==> src/hw/rtl/dfs_pkg.sv <==
// Package with shared types and constants of the depth-first path finder.
`timescale 1ns / 1ps
`default_nettype none
package dfs_pkg;
    localparam int NODE_COUNT    = 64;
    localparam int EDGE_CAPACITY = 256;
    localparam int NODE_W  = 6;
    localparam int EPOS_W  = $clog2(EDGE_CAPACITY + 1);
    localparam int EADDR_W = (EDGE_CAPACITY > 1) ? $clog2(EDGE_CAPACITY) : 1;
    localparam int SADDR_W = $clog2(NODE_COUNT);
    localparam int DEPTH_W = $clog2(NODE_COUNT + 1);

    typedef enum logic [1:0] {
        ST_PATH    = 2'd0,
        ST_NOPATH  = 2'd1,
        ST_STORED  = 2'd2,
        ST_DROPPED = 2'd3
    } status_t;

    localparam logic OP_ADD   = 1'b0;
    localparam logic OP_QUERY = 1'b1;

    typedef enum logic [3:0] {
        S_IDLE, S_ADD, S_QINIT, S_CLEAR, S_TOPRD, S_SCAN, S_SCANCHK, S_POP,
        S_OUTRD, S_OUTWAIT, S_OUT, S_NOPATH
    } state_t;

    // Commands from controller to datapath.
    typedef struct packed {
        logic load_item;
        logic add_edge;
        logic clear_step;
        logic push_start;
        logic read_top;
        logic scan_next;
        logic push_found;
        logic pop;
        logic out_read;
        logic out_next;
    } dp_cmd_t;

    // Status from datapath to controller.
    typedef struct packed {
        logic op_query;
        logic query_ok;
        logic start_is_end;
        logic clear_done;
        logic scan_end;
        logic edge_hit;
        logic hit_is_end;
        logic stack_empty;
        logic out_is_last;
        logic add_ok;
    } dp_stat_t;
endpackage
`default_nettype wire

==> src/hw/rtl/dfs_controller.sv <==
// Controller state machine sequencing edge adds, search and path output.
`timescale 1ns / 1ps
`default_nettype none
module dfs_controller
    import dfs_pkg::*;
(
    input  wire logic   clk,
    input  wire logic   rst_n,
    input  wire logic   s_tvalid,
    output logic        s_tready,
    output logic        m_tvalid,
    input  wire logic   m_tready,
    output status_t     res_status,
    output logic        res_last,
    output logic        res_is_path,
    input  wire dp_stat_t stat,
    output dp_cmd_t     cmd
);
    state_t state_reg, state_next;
    logic   vld_reg, vld_next;
    status_t st_reg, st_next;
    logic   last_reg, last_next;
    logic   path_reg, path_next;

    // State and output register.
    always_ff @(posedge clk or negedge rst_n)
    begin
        if (!rst_n)
        begin
            state_reg <= S_IDLE; vld_reg <= 1'b0;
            st_reg <= ST_NOPATH; last_reg <= 1'b0; path_reg <= 1'b0;
        end
        else
        begin
            state_reg <= state_next; vld_reg <= vld_next;
            st_reg <= st_next; last_reg <= last_next; path_reg <= path_next;
        end
    end

    logic free;
    assign free = !vld_reg || m_tready;

    // Next state and commands.
    always_comb
    begin
        state_next = state_reg;
        cmd = '0;
        vld_next = vld_reg && !m_tready;
        st_next = st_reg; last_next = last_reg; path_next = path_reg;
        s_tready = 1'b0;
        case (state_reg)
            S_IDLE:
            begin
                s_tready = 1'b1;
                if (s_tvalid)
                begin
                    cmd.load_item = 1'b1;
                    state_next = S_ADD;
                end
            end
            S_ADD:
            begin
                if (stat.op_query)
                    state_next = S_QINIT;
                else if (free)
                begin
                    cmd.add_edge = 1'b1;
                    vld_next = 1'b1; last_next = 1'b1; path_next = 1'b0;
                    st_next = stat.add_ok ? ST_STORED : ST_DROPPED;
                    state_next = S_IDLE;
                end
            end
            S_QINIT:
            begin
                if (!stat.clear_done)
                    cmd.clear_step = 1'b1;
                else if (!stat.query_ok)
                    state_next = S_NOPATH;
                else
                begin
                    cmd.push_start = 1'b1;
                    state_next = stat.start_is_end ? S_OUTRD : S_CLEAR;
                end
            end
            S_CLEAR: state_next = S_TOPRD;
            S_TOPRD:
            begin
                cmd.read_top = 1'b1;
                state_next = S_SCAN;
            end
            S_SCAN:
            begin
                if (stat.scan_end)
                    state_next = S_POP;
                else
                    state_next = S_SCANCHK;
            end
            S_SCANCHK:
            begin
                if (stat.edge_hit)
                begin
                    cmd.push_found = 1'b1;
                    state_next = stat.hit_is_end ? S_OUTRD : S_CLEAR;
                end
                else
                begin
                    cmd.scan_next = 1'b1;
                    state_next = S_SCAN;
                end
            end
            S_POP:
            begin
                cmd.pop = 1'b1;
                state_next = S_OUTWAIT;
            end
            S_OUTWAIT:
                state_next = stat.stack_empty ? S_NOPATH : S_CLEAR;
            S_OUTRD:
            begin
                cmd.out_read = 1'b1;
                state_next = S_OUT;
            end
            S_OUT:
            begin
                if (free)
                begin
                    vld_next = 1'b1; st_next = ST_PATH; path_next = 1'b1;
                    last_next = stat.out_is_last;
                    cmd.out_next = 1'b1;
                    state_next = stat.out_is_last ? S_IDLE : S_OUTRD;
                end
                else
                    cmd.out_read = 1'b1;
            end
            S_NOPATH:
            begin
                if (free)
                begin
                    vld_next = 1'b1; st_next = ST_NOPATH;
                    last_next = 1'b1; path_next = 1'b0;
                    state_next = S_IDLE;
                end
            end
            default: state_next = S_IDLE;
        endcase
    end

    assign m_tvalid = vld_reg;
    assign res_status = st_reg;
    assign res_last = last_reg;
    assign res_is_path = path_reg;
endmodule
`default_nettype wire
==> config.mk <==
export PLATFORM = sky130hd
export DESIGN_NAME = dfs_controller
export DESIGN_NICKNAME = d
export VERILOG_FILES = /design/src/hw/rtl/dfs_pkg.sv /design/src/hw/rtl/dfs_controller.sv
export SDC_FILE = /design/constraint.sdc
export NUM_CORES = 1
export LEC_CHECK = 0
export BUFFER_PORTS_ARGS = -buffer_cell sky130_fd_sc_hd__buf_4
export CELL_PAD_IN_SITES_DETAIL_PLACEMENT = 1
export CELL_PAD_IN_SITES_GLOBAL_PLACEMENT = 1
export CORE_MARGIN = 4
export CORE_UTILIZATION = 32
export DETAILED_ROUTE_END_ITERATION = 16
export PLACE_DENSITY_LB_ADDON = 0.1
export SLEW_MARGIN = 20
export SYNTH_ARGS = -nofsm -noshare
export SYNTH_HDL_FRONTEND = slang
export SYNTH_SLANG_ARGS = --single-unit
==> constraint.sdc <==
create_clock -name clk -period 1.95 [get_ports clk]
set_input_delay 0.195 -clock clk [delete_from_list [all_inputs] [get_ports clk]]
set_output_delay 0.195 -clock clk [all_outputs]
set_load 0.01 [all_outputs]
### Yosys cells after proc, flatten, opt, wreduce, memory -nomap -nowiden

Index checks and enable logic that the tools add are counted.

* flip-flop bits (word level): 9

* equality and inequality tests: 17
* muxes and demuxes: 48
* reductions and logical operators: 10

Operators by type and width (count)
* $pmux 4 s12: 1
* $mux 4: 11
* $mux 1: 25
* $eq 4x3->1 const B: 4
* $eq 4x4->1 const B: 4
* $mux 2: 6
* $ne 2x2->1 const B: 6
* $eq 4x2->1 const B: 2
* $pmux 1 s3: 2
* $pmux 2 s3: 1
* $reduce_and 3->1: 2
* $reduce_and 5->1: 1
* $eq 4x1->1 const B: 1
* $logic_not 4->1: 1
* $pmux 1 s2: 2
* $reduce_bool 3->1: 1
* $logic_not 1->1: 2
* $reduce_or 2->1: 1
* $logic_and 1x1->1: 1
* $logic_or 1x1->1: 1

### Longest topological paths before layout

Gate-level depths: netlist of the first run.

* depth in word-level cells: 5
* gate-level depth with buffers: 6

### Worst setup path after synthesis of the first run

No wires, ideal clock.

* kind: flip-flop to output port
* from: register state_reg[1]
* to: output cmd[9] (netlist bit)
* arrival: 1.528 ns
* setup slack: 0.227 ns
* cell stages (with the launch flop): 5
* buffers on the path: 2
* cell sequence: dfrtp_1 -> clkbuf_1 -> buf_1 -> nor4_1 -> and2_1

RTL lines
* from (decl): RTL line dfs_controller.sv:19 `state_t state_reg, state_next;`
* from (signal assigned): RTL line dfs_controller.sv:35 `state_reg <= state_next; vld_reg <= vld_next;`
* to (decl): RTL line dfs_controller.sv:17 `output dp_cmd_t cmd`

==> impl_results.md, run 1 <==
* H-tree levels at 1
* Tot Pwr at 1.32 mW
* Die Footprint at 2950 sq um
* Max Fanout on Critical Path at 12
* Placer congestion estimate at 0.836
* Maximum clock frequency at 544 MHz
* Chip Height at 54.3 um
* Final setup viols at 0
* Gate power share at 61.2%
* GRT Util Overall at 16.7%
* Antenna Nets Post-Route at 0
* LEAKAGE at 0.454 nW
* Sum of negative setup slack at 0 ns
* Netlist Area Pre-Place at 687 sq um
* Nature of the critical path endpoint: output port
* Main synth FF type: dfrtp_1
* Final Hold Vio Count at 0
* Wirelength per Cell at 15.0 um
* Mean area per synthesized cell at 8.08 sq um
* Vias at 765
* Largest net degree at the start of global routing at 22
* Switching share of power at 43.8%
* Critical path's top delay family: simple AND/OR/NAND/NOR gates
* Worst path max stage delay at 0.40 ns
* Worst rel slew slack at 66.1%
* Kind of critical path: flop to output port
* Clk_skew at 0.00943 ns
* Root buf cell: clkbuf_4
* Max-Cap Viols at 0
* WP buf/inv at 2
* Peak VDD IR at 0.680 mV
* Post-synth top cells: dfrtp_1 (8), nand2_1 (8), nand2b_1 (6), o21ai_0 (6)
* Synth warn at 0
* Fraction of layout cells with a size suffix above 1 at 33.1%
* Max-slew violation count at 0
* Initial DRT Pass Iterations at 4
* Seq/Total Area, Yosys at 33.0%
* FF-to-FF Start: state_reg[1]
* Sink Count at 9
* R2r endpoint: res_status[0]
* CTS max path bufs at 2
* Critical path's slowest cell: dfrtp_1
* Final Cycle Share at 94.2%
* Num CTS Buffers at 3
* RSZ-0062 raised after global routing: false
* Routed vias/inst at 5.28
* IO Port Bufs at 29
* FP Rows at 16
* Worst-margin pin slew at 0.509 ns
* IO Count at 30
* Clock share of power at 11.0%
* Worst Hold Class: primary input to flop
* Ant. Diodes at 0
* Internal Power at 0.742 mW
* Drt drc at 0
* Register bit total from synthesis at 9
* Synthesized Nets at 99
* Worst hold stages at 3
* Cells after Synth at 85
* Skew-Pair Late Insertion Delay at 0.26 ns
* WL final at 2.17 mm
* Initial Util at 34.3%
* Final #Nets at 133
* Synth area leaders: dfrtp_1 (29%), nand2b_1 (5.5%), nor2b_1 (4.6%), o21ai_0 (4.4%), nand2_1 (4.4%)
* Vias in the first global route at 791
* Unique masters post-synth at 35
* Hpwl dp at 1.72 mm
* Most used cell, CP: buf_4
* Ys async rst share at 100%
* Post-synth top area cell: dfrtp_1
* Clock edge transition at the registers on the reported setup and hold paths at 0.07 ns
* HP Start: stat[4]
* Die extent in x at 54.3 um
* CP arrival at 1.64 ns
* Max reg flops at 4
* Status: complete, no violations
* Sw power at 0.578 mW
* Worst hold endpoint: state_reg[2]
* GRT overflow at 0
* Part of the power in registers at 27.7%
* Total core area at 2000 sq um
* Area Growth Syn to Fin at 43.7%
* R2R Setup Slk at 0.26 ns
* CP cell instances: buf_4 -> nand2b_1 -> nor3_1 -> and3_1 -> buf_4
* Area fraction of the dominant cell type after synthesis at 29.1%
* Worst endpoint required time at 1.75 ns
* Starting DRT DRC Count at 10
* Number of synthesized flops with an enable pin at 0
* TritonCTS clock tree: yes
* Minimum clock period at 1.84 ns
* First-pass GRT wire length at 3.57 mm
* Cell Pwr Density at 1340 nW/um^2
* Initial antenna violation count at 0
* Reg2reg path depth at 4
* Critical path launch point type: flop
==> power groups by stage <==
stage,Combinational (mW),Clock (mW),Sequential (mW)
floorplan,0.475,0,0.369
global placement,0.811,0,0.366
detailed placement,0.815,0,0.366
CTS,0.819,0.149,0.364
global route,0.905,0.161,0.380
finish,0.808,0.145,0.366
==> cell type report <==
cell class                 count  area [sq um]
inverter                       1          3.75
fill                         261          1010
clock buffer                   4          26.3
tap                           27          33.8
sequential                     9           226
multi-input combinational     70           439
timing repair buffer          34           258
==> timing repair <==
item,4_1_cts,5_1_grt
hold buffers,1,0
buffers inserted,0,0
gates resized for setup,0,1
endpoints found under the hold margin,9,0
setup endpoints to repair,0,1
==> stage by stage <==
step	utilization [%]	instance area (sq um)	hold slack [ns]	instances	setup slack, ns
3_3_place_gp	47.4	948	0.0252	140	0.329
4_1_cts	49.2	985	0.251	145	0.104
5_1_grt	49.3	987	0.262	145	0.00671
6_report	49.3	987	0.255	145	0.113
2_1_floorplan	-	687	-0.101	85	0.227
3_5_place_dp	47.4	948	0.0279	140	0.268
==> worst max path at each step <==
stage,from,to,slack (ns),cells after the start
6_report,state_reg[0],cmd[6],0.11,5
5_1_grt,state_reg[0],cmd[6],0.007,5
4_1_cts,state_reg[0],cmd[6],0.10,5
3_5_place_dp,state_reg[1],res_status[0],0.27,4
3_3_place_gp,state_reg[1],res_status[0],0.33,4
2_1_floorplan,state_reg[1],cmd[9],0.23,4
==> cells by family (layout without fill, tap and decap cells) <==
logic type             Yosys count  after routing  synth area share [%]
AO/OA/AOI/OAI                   25             25                  24.2
buffers and inverters            6             39                  3.46
flip-flops                       9              9                  33.0
multiplexers                     2              2                  3.10
AND/OR/NAND/NOR                 43             43                  36.2
==> layout by cell type, fill, tap and decap left out <==
| cell | count |
|---|---|
| clkbuf_4 | 3 |
| and2b_1 | 1 |
| a31oi_1 | 2 |
| dfstp_2 | 1 |
| nor2b_1 | 4 |
| mux2_1 | 1 |
| o221a_1 | 1 |
| nand2_1 | 8 |
| nor2_1 | 4 |
| a221o_1 | 1 |
| o21ba_1 | 1 |
| nand3_1 | 2 |
| or4b_1 | 2 |
| a22oi_1 | 2 |
| a21oi_1 | 3 |
| nor2_2 | 1 |
| a32oi_1 | 1 |
| nor2b_2 | 1 |
| o211a_1 | 1 |
| nor3_1 | 5 |
| dfrtp_1 | 8 |
| and4b_1 | 2 |
| and2_1 | 1 |
| dlygate4sd3_1 | 1 |
| o21ai_0 | 6 |
| o21ai_1 | 4 |
| nand2b_1 | 6 |
| clkinv_1 | 1 |
| and3_1 | 2 |
| a2bb2oi_1 | 1 |
| a211oi_1 | 1 |
| nand4b_1 | 1 |
| clkbuf_1 | 1 |
| nor4_1 | 3 |
| mux2i_1 | 1 |
| a21o_1 | 1 |
| buf_4 | 33 |
==> layer usage <==
metal  up-vias  part of all wire [%]  global-route usage (%)
met5         -                     0                       0
met4         0                     0                    2.49
met3         0                   3.9                    4.90
met2        15                    49                    27.5
met1       366                    48                    21.9
li1        384                     -                       -
==> worst register-to-register path: stages (launching register included) <==
cell and delay (ns):
dfrtp_1 0.37, or4b_1 0.53, a21o_1 0.26, nor2_2 0.13, mux2_1 0.32
No activity file was read; power rests on OpenSTA's default activity.
==> run 2: changes to the inputs <==
--- a/config.mk
+++ b/config.mk
@@ -5,11 +5,12 @@
 export SDC_FILE = /design/constraint.sdc
 export NUM_CORES = 1
 export LEC_CHECK = 0
+export ABC_AREA = 1
 export BUFFER_PORTS_ARGS = -buffer_cell sky130_fd_sc_hd__buf_4
 export CELL_PAD_IN_SITES_DETAIL_PLACEMENT = 1
 export CELL_PAD_IN_SITES_GLOBAL_PLACEMENT = 1
 export CORE_MARGIN = 4
-export CORE_UTILIZATION = 32
+export CORE_UTILIZATION = 31
 export DETAILED_ROUTE_END_ITERATION = 16
 export PLACE_DENSITY_LB_ADDON = 0.1
 export SLEW_MARGIN = 20
==> run 2 against run 1 <==
Core utilization fell by 3.4 points. Flip-flop and latch count did not move. Fmax rose by 10%. Worst setup slack improved by 0.17 ns. Design area rose by 6.0%. Synthesized cell count rose by 41%. Critical path type unchanged.
==> impl_results.md, run 2 <==
* Initial Util at 33.3%
* Met3 WL at 121 um
* Worst Hold Class: primary input to flop
* Simple-gate share of the synthesized area at 53.4%
* Area Growth Syn to Fin at 38.2%
* Post-synthesis adder-cell area fraction at 0%
* LEAKAGE at 0.598 nW
* Met2 routed wirelength at 1.11 mm
* IO Port Bufs at 29
* R2R Setup Slk at 0.56 ns
* Largest net degree at the start of global routing at 10
* Unique masters post-synth at 18
* Mean area per synthesized cell at 6.31 sq um
* Drt drc at 0
* Sum of negative setup slack at 0 ns
* Ys async rst share at 100%
* Max Fanout on Critical Path at 5
* Wirelength per Cell at 12.5 um
* Final instance area at 1050 sq um
* Clk_skew at 0.00970 ns
* Commonest non-fill, non-tap cells in the layout: nand2_1 (39), buf_4 (29), nor2_1 (22)
* Synth warn at 0
* Placed cell areas at 1010 sq um
* Number of synthesized flops with an enable pin at 0
* Nature of the critical path endpoint: output port
* Critical path launch point type: flop
* H-tree levels at 1
* Kind of critical path: flop to output port
* WL final at 2.27 mm
* Tot Pwr at 1.34 mW
* GRT Util Overall at 15.5%
* Die extent in x at 57.4 um
* Root buf cell: clkbuf_4
* Max reg flops at 4
* Final Hold Vio Count at 0
* Final #Nets at 169
* Post-synth top area cell: dfrtp_1
* Routed vias/inst at 4.71
* Mux share of post-synthesis cell area at 0%
* Total core area at 2280 sq um
* Skew-Pair Late Insertion Delay at 0.27 ns
* Chip Height at 57.4 um
* Maximum clock frequency at 600 MHz
* Synth area leaders: dfrtp_1 (26%), nand2_1 (19%), nor2_1 (11%), inv_1 (8.4%), nand3_1 (6.0%)
* Count leader, synth: nand2_1
* Seq/Total Area, Yosys at 29.9%
* Main synth FF type: dfrtp_1
* Initial antenna violation count at 0
* Worst endpoint required time at 1.75 ns
* Worst-margin pin slew at 0.426 ns
* CP arrival at 1.47 ns
* Placer congestion estimate at 0.805
* Fin Hold WS at 0.178 ns
* Cell Pwr Density at 1280 nW/um^2
* Max-slew violation count at 0
* RSZ-0062 raised after global routing: false
* Area fraction of the dominant cell type after synthesis at 26.4%
* Largest family of logic cells by synthesized area: simple AND/OR/NAND/NOR gates
* TritonCTS clock tree: yes
* Vias in the first global route at 906
* Post-Synth XOR/XNOR Area at 0%
* Starting DRT DRC Count at 9
* Final Cycle Share at 85.4%
* Synthesized Nets at 134
* Sink Count at 9
* CTS max path bufs at 2
* Register bit total from synthesis at 9
* Worst rel slew slack at 71.5%
* GRT overflow at 0
* Post-synth top cells: nand2_1 (39), nor2_1 (22), inv_1 (17), nand3_1 (9), dfrtp_1 (8)
* Num CTS Buffers at 3
* Max-Cap Viols at 0
* Commonest non-fill, non-tap cell in the layout: nand2_1
* M1 wire length at 1.03 mm
* Peak VDD IR at 0.621 mV
* Fraction of layout cells with a size suffix above 1 at 33.1%
* Cells after Synth at 120
* IO Count at 30
* Vias at 858
* Netlist Area Pre-Place at 757 sq um
* Ant. Diodes at 0
* Hpwl dp at 1.97 mm
* Final setup viols at 0
* Compound-gate portion of the synthesized area at 7.27%
* First-pass GRT wire length at 4.00 mm
* FP Rows at 17
* Clock edge transition at the registers on the reported setup and hold paths at 0.06 ns
* Initial DRT Pass Iterations at 4
* Antenna Nets Post-Route at 0
* Uppermost layer routed: met4
* Die Footprint at 3300 sq um
* Minimum clock period at 1.67 ns
* Status: complete, no violations
==> run 2: changes by cell type after synthesis, moves of 4 or more <==
cell      delta
inv_1       +17
o21ai_0      -4
nand3_1      +7
nand2b_1     -6
nor3_1       -5
nand2_1     +31
nand3_2      +4
nor2_1      +18
nor2b_1      -5
==> run 2: repair_timing <==
item                                   CTS  global route
setup endpoints to repair                0             0
gates resized for setup                  0             0
buffers inserted                         0             0
endpoints found under the hold margin    9             0
hold buffers                             1             0
==> run 2: layout make-up <==
cell class | count | area (sq um)
fill | 325 | 1230
multi-input combinational | 92 | 459
timing repair buffer | 30 | 228
sequential | 9 | 226
inverter | 19 | 71.3
tap | 28 | 35.0
clock buffer | 4 | 26.3
==> run 2: critical path: stages, from the launching register on <==
cell	delay (ns)
dfrtp_1	0.44
nor2_2	0.35
nand3_4	0.15
nor2_1	0.13
buf_4	0.13
==> run 2: through the flow <==
step           cells  setup slack (ns)  utilization (%)
3_3_place_gp     177             0.574             44.4
2_1_floorplan    120             0.737                -
4_1_cts          182             0.259             46.0
3_5_place_dp     177             0.550             44.4
6_report         182             0.285             46.0
5_1_grt          182             0.111             46.0
==> run 2: path summary, 6_finish.rpt <==
check	startpoint	endpoint	cells after the start
setup / recovery	state_reg[2]	cmd[8]	4
hold / removal	stat[0]	res_status[0]	4
setup reg to reg	state_reg[2]	res_status[1]	6
hold reg to reg	res_last	res_last	2
max in group asynchronous	rst_n	res_status[0]	2
min in group asynchronous	rst_n	state_reg[0]	2
==> run 2: routing by layer <==
metal,global-route usage (%),vias up
li1,-,435
met4,2.98,0
met5,0,-
met3,5.66,2
met2,25.5,20
met1,19.5,401
==> run 2: cell families after synthesis <==
| kind of cell | count (synthesis) |
|---|---|
| flip-flops | 9 |
| AO/OA/AOI/OAI | 8 |
| buffers and inverters | 19 |
| AND/OR/NAND/NOR | 84 |
==> run 2: where the power goes <==
part | switching, mW | total [mW] | internal (mW)
sequential | 0.0913 | 0.370 | 0.279
clock | 0.0692 | 0.148 | 0.0790
combinational | 0.499 | 0.818 | 0.319
total | 0.659 | 1.34 | 0.677
==> run 3: changes to the inputs <==
--- a/config.mk
+++ b/config.mk
@@ -5,13 +5,12 @@
 export SDC_FILE = /design/constraint.sdc
 export NUM_CORES = 1
 export LEC_CHECK = 0
-export ABC_AREA = 1
 export BUFFER_PORTS_ARGS = -buffer_cell sky130_fd_sc_hd__buf_4
 export CELL_PAD_IN_SITES_DETAIL_PLACEMENT = 1
 export CELL_PAD_IN_SITES_GLOBAL_PLACEMENT = 1
-export CORE_MARGIN = 4
-export CORE_UTILIZATION = 31
+export CORE_UTILIZATION = 32
 export DETAILED_ROUTE_END_ITERATION = 16
+export MAX_ROUTING_LAYER = met4
 export PLACE_DENSITY_LB_ADDON = 0.1
 export SLEW_MARGIN = 20
 export SYNTH_ARGS = -nofsm -noshare
==> run 3 against run 2 <==
Flip-flop and latch count did not move. Clock power fell by 3%. Power fell by 1.9%. Global-route usage rose by 5.1 points. Largest power group unchanged. Design area fell by 5.9%. Clock skew fell by 0.0067 ns. Critical path type unchanged.
==> impl_results.md, run 3 (synthesis results as in run 1) <==
* Final setup viols at 0
* Max Fanout on Critical Path at 16
* Worst endpoint required time at 1.75 ns
* Worst hold endpoint: state_reg[2]
* First-pass GRT wire length at 3.68 mm
* Critical path launch point type: flop
* Worst hold stages at 3
* Clk_skew at 0.00301 ns
* Peak VDD IR at 0.791 mV
* Initial antenna violation count at 0
* Placer congestion estimate at 0.756
* Finished Layout Cells at 144
* Antenna Nets Post-Route at 0
* Starting DRT DRC Count at 8
* Final #Nets at 132
* GRT overflow at 0
* Worst-margin pin slew at 0.556 ns
* CP arrival at 1.56 ns
* Dpl cells at 139
* Tot Pwr at 1.31 mW
* Clock share of power at 10.9%
* Fin Hold WS at 0.254 ns
* Reg2reg path depth at 4
* Chip Height at 48.3 um
* Largest net degree at the start of global routing at 22
* GRT Util Overall at 20.6%
* Root buf cell: clkbuf_4
* IO Count at 30
* Gate power share at 61.1%
* Max-slew violation count at 0
* Vias in the first global route at 791
* Area Growth Syn to Fin at 43.4%
* Final Cycle Share at 90.2%
* WL final at 2.11 mm
* Die Footprint at 2340 sq um
* Clock edge transition at the registers on the reported setup and hold paths at 0.06 ns
* # fillers at 256
* R2r endpoint: res_last
* Vias at 780
* Worst path max stage delay at 0.39 ns
* Cell Pwr Density at 1330 nW/um^2
* Maximum clock frequency at 569 MHz
* Minimum clock period at 1.76 ns
* Num CTS Buffers at 3
* CP cell instances: buf_4 -> nand2b_1 -> nor3_2 -> and3_1 -> buf_4
* Internal Power at 0.731 mW
* Commonest non-fill, non-tap cell in the layout: buf_4
* LEAKAGE at 0.452 nW
* Fraction of layout cells with a size suffix above 1 at 33.3%
* FF-to-FF Start: state_reg[1]
* Sink Count at 9
* Ant. Diodes at 0
* Max reg flops at 4
* Status: complete, no violations
* H-tree levels at 1
* Part of the power in registers at 28.0%
* Skew-Pair Late Insertion Delay at 0.26 ns
* FP Rows at 16
* WP buf/inv at 2
* TritonCTS clock tree: yes
* Drt drc at 0
* Critical path's slowest cell: dfrtp_1
* HP Start: stat[4]
* Wirelength per Cell at 14.6 um
* Initial DRT Pass Iterations at 4
* Switching share of power at 44.3%
* Nature of the critical path endpoint: output port
* Worst Hold Class: primary input to flop
* Commonest non-fill, non-tap cells in the layout: buf_4 (32), nand2_1 (8), dfrtp_1 (8)
* RSZ-0062 raised after global routing: false
* R2R Setup Slk at 0.27 ns
* Sw power at 0.580 mW
* Hpwl dp at 1.61 mm
* Die extent in x at 48.3 um
* Critical path's top delay family: simple AND/OR/NAND/NOR gates
* Kind of critical path: flop to output port
* IO Port Bufs at 29
* Final Hold Vio Count at 0
* Total core area at 1980 sq um
* Sum of negative setup slack at 0 ns
* CTS max path bufs at 2
* Worst rel slew slack at 62.9%
* Most used cell, CP: buf_4
* Routed vias/inst at 5.42
* Initial Util at 34.7%
* Total setup buffers inserted after CTS at 0
* Max-Cap Viols at 0
-- run 3: cell types whose count changed in the layout (fill, tap and decap cells not counted), moves of 3 or more --
cell,delta
a21oi_1,+3
buf_4,+3
inv_1,-17
nand2_1,-31
nand2_2,-3
nand2b_1,+6
nand3_1,-7
nand3_2,-4
nor2_1,-18
nor2_4,-3
nor2b_1,+4
nor3_1,+4
nor4_1,+3
o21ai_0,+4
-- run 3: what timing repair did --
action,CTS,global route
hold buffers,1,0
setup endpoints to repair,0,1
gates resized for setup,0,2
hold endpoints to repair,9,0
-- run 3: metrics by stage --
step	utilization [%]	instance area (sq um)	setup WS, ns
floorplan	-	687	0.227
global placement	47.5	941	0.323
detailed placement	47.5	941	0.298
CTS	49.3	977	0.0875
global route	49.7	985	0.0611
finish	49.7	985	0.191
-- run 3: layout make-up --
class | count | area [sq um] | share of cell area [%]
Inverter | 1 | 3.75 | 0.381
Timing Repair Buffer | 33 | 250 | 25.4
Tap cell | 27 | 33.8 | 3.43
Multi-Input combinational cell | 70 | 444 | 45.1
Sequential cell | 9 | 226 | 23.0
Clock buffer | 4 | 26.3 | 2.67
-- run 3: metal layers --
metal	vias to the layer above	routed length, um	global-route usage [%]
met2	16	1000	32.9
met5	-	0	-
met3	4	74	5.66
met1	378	1010	26.1
met4	0	18	4.41
li1	382	-	-
-- run 3: worst register-to-register path, delay by kind of cell (launching register included) --
family,cells,cell delay [ns]
AO/OA/AOI/OAI,2,0.44
flip-flops,1,0.37
AND/OR/NAND/NOR,2,0.76
-- run 3: power by group through the flow --
stage	clock network (mW)	registers, mW	logic [mW]
after detailed placement	0	0.367	0.791
after floorplan	0	0.369	0.475
after global routing	0.166	0.380	0.887
after global placement	0	0.360	0.789
after CTS	0.150	0.363	0.797
final	0.143	0.367	0.800
-- run 3: worst max-delay path by stage --
stage	start	end	slack [ns]	cells after the start
4_1_cts	state_reg[0]	cmd[6]	0.09	5
2_1_floorplan	state_reg[1]	cmd[9]	0.23	4
3_3_place_gp	state_reg[1]	res_status[0]	0.32	4
5_1_grt	state_reg[0]	cmd[6]	0.06	5
6_report	state_reg[0]	cmd[6]	0.19	5
3_5_place_dp	state_reg[3]	res_status[0]	0.30	4
